File: src/rtl/wps_pkg.sv
package wps_pkg;

  typedef enum logic [2:0] {
    STEP_IDLE     = 3'd0,
    STEP_GPS_ON   = 3'd1,
    STEP_GPS_WAIT = 3'd2,
    STEP_UART     = 3'd3,
    STEP_SIM_WAKE = 3'd4,
    STEP_DONE     = 3'd5
  } step_t;

  typedef enum logic [1:0] {
    CMD_STEP  = 2'd0,
    CMD_TICK  = 2'd1,
    CMD_CLEAR = 2'd2,
    CMD_NONE  = 2'd3
  } cmd_t;

  localparam int unsigned ADDR_W = 4;

  typedef enum logic [1:0] {
    REG_GPS_FIX_TIMEOUT   = 2'd0,
    REG_MODEM_READY_TMO   = 2'd1,
    REG_WAKE_WINDOW       = 2'd2,
    REG_DEFAULT_WINDOW    = 2'd3
  } reg_idx_t;

  localparam logic [31:0] GPS_FIX_TIMEOUT_RST = 32'd60000;
  localparam logic [31:0] MODEM_READY_TMO_RST = 32'd90000;
  localparam logic [31:0] WAKE_WINDOW_RST     = 32'd0;
  localparam logic [31:0] DEFAULT_WINDOW_RST  = 32'd300000;

  typedef struct packed {
    logic [1:0]  cmd;
    logic [15:0] elapsed_ms;
    logic        gps_fix;
    logic        modem_busy;
    logic        modem_ready;
  } cmd_item_t;

  typedef struct packed {
    logic       gps_power_pulse;
    logic       modem_power_pulse;
    logic       modem_start_pulse;
    logic       modem_hard_reset_pulse;
    logic       sequence_done;
    logic       window_expired;
    logic [2:0] current_step;
  } res_item_t;

  typedef struct packed {
    logic [31:0] gps_fix_timeout_ms;
    logic [31:0] modem_ready_timeout_ms;
    logic [31:0] wake_window_ms;
    logic [31:0] default_window_ms;
  } cfg_t;

  typedef struct packed {
    step_t       step;
    logic [31:0] gps_wait_elapsed;
    logic [31:0] modem_wait_elapsed;
    logic [31:0] window_elapsed;
    logic        start_already_sent;
  } seq_state_t;

endpackage

File: src/rtl/wake_power_sequencer.sv
// A result is registered into the output register once its command item is accepted,
// and is held back only while the result channel is stalled.
// Throughput: one item per cycle unless cmd_stall is high; the whole state update is
// a single pass of saturating adds and compares between state and result registers.
// A two-entry result buffer lets the input take one more item after the output stalls.
// Reset (rst, synchronous) returns the sequence to idle, clears all elapsed
// counters and loads the configuration registers with their default values.
module wake_power_sequencer (
  input  logic                        clk,
  input  logic                        rst,
  input  logic                        cmd_valid,
  output logic                        cmd_stall,
  input  wps_pkg::cmd_item_t          cmd_item,
  output logic                        res_valid,
  input  logic                        res_stall,
  output wps_pkg::res_item_t          res_item,
  input  logic                        psel,
  input  logic                        penable,
  input  logic                        pwrite,
  input  logic [wps_pkg::ADDR_W-1:0]  paddr,
  input  logic [31:0]                 pwdata,
  output logic [31:0]                 prdata,
  output logic                        pready
);

  wps_pkg::cfg_t       cfg;
  wps_pkg::seq_state_t seq;
  wps_pkg::seq_state_t seq_next;
  wps_pkg::res_item_t  result;
  wps_pkg::res_item_t  skid_item;
  logic                skid_valid;
  logic                accept;
  logic                out_free;
  logic                cfg_write;
  wps_pkg::reg_idx_t   reg_idx;

  assign pready    = 1'b1;
  assign reg_idx   = wps_pkg::reg_idx_t'(paddr[3:2]);
  assign cfg_write = psel && penable && pwrite && pready;
  assign cmd_stall = skid_valid;
  assign accept    = cmd_valid && !cmd_stall;
  assign out_free  = !res_valid || !res_stall;

  wps_step u_step (
    .cfg     (cfg),
    .st      (seq),
    .item    (cmd_item),
    .st_next (seq_next),
    .res     (result)
  );

  always_comb begin
    case (reg_idx)
      wps_pkg::REG_GPS_FIX_TIMEOUT: prdata = cfg.gps_fix_timeout_ms;
      wps_pkg::REG_MODEM_READY_TMO: prdata = cfg.modem_ready_timeout_ms;
      wps_pkg::REG_WAKE_WINDOW:     prdata = cfg.wake_window_ms;
      wps_pkg::REG_DEFAULT_WINDOW:  prdata = cfg.default_window_ms;
      default:                      prdata = 32'd0;
    endcase
  end

  always_ff @(posedge clk) begin
    if (rst) begin
      cfg.gps_fix_timeout_ms     <= wps_pkg::GPS_FIX_TIMEOUT_RST;
      cfg.modem_ready_timeout_ms <= wps_pkg::MODEM_READY_TMO_RST;
      cfg.wake_window_ms         <= wps_pkg::WAKE_WINDOW_RST;
      cfg.default_window_ms      <= wps_pkg::DEFAULT_WINDOW_RST;
    end else if (cfg_write) begin
      case (reg_idx)
        wps_pkg::REG_GPS_FIX_TIMEOUT: cfg.gps_fix_timeout_ms     <= pwdata;
        wps_pkg::REG_MODEM_READY_TMO: cfg.modem_ready_timeout_ms <= pwdata;
        wps_pkg::REG_WAKE_WINDOW:     cfg.wake_window_ms         <= pwdata;
        wps_pkg::REG_DEFAULT_WINDOW:  cfg.default_window_ms      <= pwdata;
        default: begin
        end
      endcase
    end
  end

  always_ff @(posedge clk) begin
    if (rst) begin
      seq.step               <= wps_pkg::STEP_IDLE;
      seq.gps_wait_elapsed   <= 32'd0;
      seq.modem_wait_elapsed <= 32'd0;
      seq.window_elapsed     <= 32'd0;
      seq.start_already_sent <= 1'b0;
    end else if (accept) begin
      seq <= seq_next;
    end
  end

  always_ff @(posedge clk) begin
    if (rst) begin
      res_valid  <= 1'b0;
      skid_valid <= 1'b0;
    end else if (out_free) begin
      res_valid  <= skid_valid || accept;
      skid_valid <= 1'b0;
    end else if (accept) begin
      skid_valid <= 1'b1;
    end
  end

  always_ff @(posedge clk) begin
    if (out_free) begin
      res_item <= skid_valid ? skid_item : result;
    end
    if (!out_free && accept) begin
      skid_item <= result;
    end
  end

  a_skid_needs_output: assert property (@(posedge clk) disable iff (rst)
    skid_valid |-> res_valid)
    else $error("skid entry held while the output register is empty");

  a_clear_to_idle: assert property (@(posedge clk) disable iff (rst)
    (accept && cmd_item.cmd == wps_pkg::CMD_CLEAR) |=> seq.step == wps_pkg::STEP_IDLE)
    else $error("clear command did not return the sequence to idle");

  a_hard_reset_in_sim: assert property (@(posedge clk) disable iff (rst)
    (res_valid && res_item.modem_hard_reset_pulse) |->
      res_item.current_step == wps_pkg::STEP_SIM_WAKE)
    else $error("hard reset pulse outside SIM wake");

  a_done_matches_step: assert property (@(posedge clk) disable iff (rst)
    res_valid |-> (res_item.sequence_done == (res_item.current_step == wps_pkg::STEP_DONE)))
    else $error("sequence_done disagrees with current_step");

endmodule

File: src/rtl/wps_step.sv
module wps_step (
  input  wps_pkg::cfg_t       cfg,
  input  wps_pkg::seq_state_t st,
  input  wps_pkg::cmd_item_t  item,
  output wps_pkg::seq_state_t st_next,
  output wps_pkg::res_item_t  res
);

  logic [32:0] gps_raw;
  logic [32:0] modem_raw;
  logic [32:0] win_raw;
  logic [31:0] gps_sum;
  logic [31:0] modem_sum;
  logic [31:0] win_sum;
  logic [31:0] win_limit;
  logic        gps_timeout;
  logic        modem_timeout;
  logic        is_step;

  assign gps_raw   = {1'b0, st.gps_wait_elapsed} + {17'd0, item.elapsed_ms};
  assign modem_raw = {1'b0, st.modem_wait_elapsed} + {17'd0, item.elapsed_ms};
  assign win_raw   = {1'b0, st.window_elapsed} + {17'd0, item.elapsed_ms};

  // Elapsed counters saturate at all ones.
  assign gps_sum   = gps_raw[32] ? '1 : gps_raw[31:0];
  assign modem_sum = modem_raw[32] ? '1 : modem_raw[31:0];
  assign win_sum   = win_raw[32] ? '1 : win_raw[31:0];

  assign win_limit = (cfg.wake_window_ms != 32'd0) ? cfg.wake_window_ms
                                                    : cfg.default_window_ms;
  assign gps_timeout   = gps_sum >= cfg.gps_fix_timeout_ms;
  assign modem_timeout = modem_sum >= cfg.modem_ready_timeout_ms;
  assign is_step       = item.cmd == wps_pkg::CMD_STEP;

  always_comb begin
    st_next = st;
    case (wps_pkg::cmd_t'(item.cmd))
      wps_pkg::CMD_STEP: begin
        case (st.step)
          wps_pkg::STEP_IDLE: begin
            st_next.step = wps_pkg::STEP_GPS_ON;
          end
          wps_pkg::STEP_GPS_ON: begin
            st_next.gps_wait_elapsed = 32'd0;
            st_next.step             = wps_pkg::STEP_GPS_WAIT;
          end
          wps_pkg::STEP_GPS_WAIT: begin
            st_next.gps_wait_elapsed = gps_sum;
            if (item.gps_fix || gps_timeout) begin
              st_next.step = wps_pkg::STEP_UART;
            end
          end
          wps_pkg::STEP_UART: begin
            st_next.modem_wait_elapsed = 32'd0;
            st_next.start_already_sent = 1'b0;
            st_next.step               = wps_pkg::STEP_SIM_WAKE;
          end
          wps_pkg::STEP_SIM_WAKE: begin
            st_next.modem_wait_elapsed = modem_sum;
            if (!st.start_already_sent && !item.modem_busy) begin
              st_next.start_already_sent = 1'b1;
            end
            if (item.modem_ready) begin
              st_next.step = wps_pkg::STEP_DONE;
            end else if (modem_timeout) begin
              st_next.modem_wait_elapsed = 32'd0;
              st_next.start_already_sent = 1'b0;
            end
          end
          default: begin
          end
        endcase
      end
      wps_pkg::CMD_TICK: begin
        st_next.window_elapsed = win_sum;
      end
      wps_pkg::CMD_CLEAR: begin
        st_next.step               = wps_pkg::STEP_IDLE;
        st_next.gps_wait_elapsed   = 32'd0;
        st_next.modem_wait_elapsed = 32'd0;
        st_next.window_elapsed     = 32'd0;
        st_next.start_already_sent = 1'b0;
      end
      default: begin
      end
    endcase
  end

  always_comb begin
    res.gps_power_pulse   = is_step && (st.step == wps_pkg::STEP_GPS_ON);
    res.modem_power_pulse = is_step && (st.step == wps_pkg::STEP_UART);
    res.modem_start_pulse = is_step && (st.step == wps_pkg::STEP_SIM_WAKE) &&
                            !st.start_already_sent && !item.modem_busy;
    res.modem_hard_reset_pulse = is_step && (st.step == wps_pkg::STEP_SIM_WAKE) &&
                                 !item.modem_ready && modem_timeout;
    res.sequence_done     = st_next.step == wps_pkg::STEP_DONE;
    res.window_expired    = (item.cmd == wps_pkg::CMD_TICK) && (win_sum >= win_limit);
    res.current_step      = st_next.step;
  end

endmodule

File: config.mk
export PLATFORM = sky130hd
export DESIGN_NAME = wake_power_sequencer
export DESIGN_NICKNAME = d
export VERILOG_FILES = /design/src/rtl/wps_pkg.sv /design/src/rtl/wake_power_sequencer.sv /design/src/rtl/wps_step.sv
export SDC_FILE = /design/constraint.sdc
export NUM_CORES = 1
export LEC_CHECK = 0
export BUFFER_PORTS_ARGS = -buffer_cell sky130_fd_sc_hd__buf_4
export CAP_MARGIN = 20
export CORE_UTILIZATION = 45
export DETAILED_ROUTE_END_ITERATION = 10
export PLACE_DENSITY_LB_ADDON = 0.15
export SETUP_SLACK_MARGIN = 0.2
export SYNTH_ARGS = -nofsm -noshare
export SYNTH_HDL_FRONTEND = slang
export SYNTH_SLANG_ARGS = --single-unit
File: constraint.sdc
create_clock -name clk -period 5.86 [get_ports clk]
set_input_delay 0.879 -clock clk [delete_from_list [all_inputs] [get_ports clk]]
set_output_delay 0.879 -clock clk [all_outputs]
set_load 0.02 [all_outputs]
==> results.tsv <==
stage	metric	value	unit
outcome	status	finished clean	
floorplanning	dieArea	0.0365	mm²
synth	syn_area	0.0161	mm²
floorplanning	io_pins	108	
synth	synth-async-reset-ratio	0	
floorplanning	dieHeight	191	µm
synth	synth_fp_nets	2217	
synth	synth_seq_cells	248	
routing	drt_first_pass_iters	6	
final_layout	regArea	0.00514	mm²
clocking	post_cts_buffers	0	
routing	viasPerCell	5.96	
synth	synth.avg_cell_area	8.04	µm²
critical_path	critPathKind	in2reg	
critical_path	cp_max_fo	23	
critical_path	r2r_slack	0.84	ns
timing	setup_violations	0	
timing	drv_slew	0	
clocking	cts_max_level	1	
critical_path	critical-path-max-stage-delay	0.56	ns
clocking	clock-sinks	248	
timing	period_minus_slack	5.20	ns
power	peakVddDrop	243	µV
grt	grt_pass1_vias	14300	
synth	ys_warn_count	0	
critical_path	worstPathRequired	6.18	ns
place	place_inst	2492	
timing	finalCritPeriodShare	0.887	
clocking	clkTransAtPathRegs	0.06	ns
synth	synth_cells	2003	
routing	antenna_left	0	
clocking	cts_made_buffers	30	
critical_path	start_kind	primary input	
grt	grt_antenna_before_repair	1	
floorplanning	die_w	191	µm
grt	grt_pass1_wl	81.4	mm
critical_path	critPathSlowestCell	a2111oi_0	
timing	worstMarginPinSlew	1.14	ns
timing	finClkSkew	0.0129	ns
clocking	clockBufferDepth	3	
routing	drt-total-wl	53.3	mm
routing	routedWlPerCell	20.9	µm
floorplanning	row_count	68	
clocking	insertion_delay	0.57	ns
grt	grt.total_usage	0.290	
timing	slew_headroom	0.239	
floorplanning	core_region_area	0.0349	mm²
critical_path	arrival	5.52	ns
job	drv_cap	0	
synth	synth_area_leaders	dfxtp_1, ha_1, nand2_1	
hold_path	hold_class	reg2reg	
final_layout	fillers	3323	
routing	drt_iter0_markers	1368	
place	gp_routability_congestion	0.929	
final_layout	fin_nets	2284	
routing	drcViolationCount	0	
grt	overflow	0	
power	p_leak	7.62	nW
final_layout	stdcell_count	2546	
routing	via_count	15200	
synth	synth_area_leader_cell	dfxtp_1	
critical_path	endpoint_kind	register	
synth	ys.flop_type	dfxtp_1	
final_layout	area_delta_synth_final	14.6	%
final_layout	multiInputGateArea	0.0102	mm²
clocking	cts-root-buf	clkbuf_16	
timing	rsz0062_at_grt	no	
synth	yosysSeqAreaShare	0.320	
grt	grt_max_degree	86	
final_layout	layout-drive-gt1-share	0.123	
synth	synth.distinct_cells	81	
synth	synth_top_area_frac	0.286	
critical_path	crit_chain	buf_4, ha_1, a21o_1, a2111oi_0, o311ai_1, nand2_1, or3_1, buf_12, o21ai_0, a21o_1, ha_1, a21oi_1, o21ai_0, a2111oi_0, a31oi_1, a31oi_1, and2_1, inv_1, mux2_2	
timing	setup_tns	0	ns
place	hpwlAfterDp	39.5	mm
clocking	cts_hold_buf	0	
synth	synth_edf_count	18	
place	io_buffers	104	
floorplanning	start_util	0.462	
clocking	ctsResizeCount	0	
timing	max_freq	192	MHz
clocking	cts_tree	done	
power	power.density	244	mW/mm²
timing	hold_viol_final	0	
==> final timing paths <==
path | cells after the start | end | from
max | 19 | res_item[0] | cmd_item[16]
min | 2 | seq[44] | seq[44]
max reg2reg | 20 | seq[33] | seq[33]
min reg2reg | 2 | seq[44] | seq[44]
==> synth_stat cells (all sizes together), types with 27 or more instances <==
library cell,n
nand3,39
nand4,27
nor2,109
mux4,32
dfxtp,230
nor3,32
a22o,39
nand2,383
xor2,27
a21o,46
o21ai,79
inv,102
nand2b,28
a21oi,260
xnor2,29
ha,147
clkbuf,82
==> layer usage <==
metal / part of all wire / track usage
met5: 0 / 0
met4: 0.023 / 0.0726
met3: 0.097 / 0.0617
met2: 0.44 / 0.452
met1: 0.44 / 0.404
==> power breakdown <==
part           total (mW)  internal [mW]  switching, mW
registers            1.76           1.74         0.0232
logic               0.624          0.239          0.385
clock network        2.13           1.35          0.777
==> stage by stage <==
stage	utilization	instance area, µm²	setup slack (ns)	hold WS (ns)	total power [mW]
floorplan	-	16100	0.985	0.429	2.19
global placement	0.496	17300	0.212	0.439	2.40
detailed placement	0.496	17300	0.134	0.450	2.41
CTS	0.529	18400	0.716	0.458	4.52
global route	0.529	18400	0.236	0.487	4.66
finish	0.529	18500	0.660	0.457	4.51
==> cell type report <==
class / instances / area share
Antenna cell: 1 / 0.000136
Clock buffer: 40 / 0.0477
Clock inverter: 12 / 0.0131
Inverter: 102 / 0.0208
Multi-Input combinational cell: 1550 / 0.552
Sequential cell: 248 / 0.279
Tap cell: 455 / 0.0309
Timing Repair Buffer: 138 / 0.0568
==> flip-flops by register name, indices dropped and copies added (netlist names) <==
name	flops
cfg	128
res_item	9
cmd_stall	1
seq	100
skid_item	9
res_valid	1
==> critical path: cells and delay by family <==
| family | cells | cell delay (ns) |
|---|---|---|
| mux | 1 | 0.26 |
| fa+ha+maj | 2 | 0.68 |
| buf+inv | 3 | 0.42 |
| simple gates | 3 | 0.54 |
| compound gates | 10 | 2.72 |
==> cell usage in the layout (no fill, tap or decap), types with 9 or more instances in the layout <==
master | Yosys | routed
ha_1 | 147 | 147
nand2b_1 | 28 | 28
and2_1 | 13 | 12
nand3_1 | 39 | 39
nor2_1 | 108 | 105
xor2_1 | 27 | 27
inv_1 | 102 | 102
a211o_1 | 18 | 18
a211oi_1 | 9 | 9
nor4_1 | 16 | 16
and3_1 | 24 | 23
nand3b_1 | 12 | 12
edfxtp_1 | 18 | 18
a22o_1 | 39 | 39
clkbuf_16 | 0 | 31
o21a_1 | 12 | 12
buf_4 | 4 | 137
xnor2_1 | 29 | 29
mux4_2 | 32 | 32
dfxtp_1 | 230 | 230
a21o_1 | 46 | 46
nor3_1 | 32 | 31
nand2_1 | 382 | 382
nand4_1 | 27 | 27
and4_1 | 12 | 12
a31oi_1 | 21 | 21
o21ai_0 | 76 | 76
a21oi_1 | 258 | 258
==> cell families (layout without fill, tap and decap cells) <==
logic type	Yosys count	after routing	share of synthesized area
simple gates	726	726	0.205
compound gates	575	575	0.226
mux	42	42	0.0515
other cells	1	2	0.000233
fa+ha+maj	150	150	0.118
flops	248	248	0.320
xor+xnor	56	56	0.0305
buf+inv	205	292	0.0495
Power figures use the tool's default switching activity.
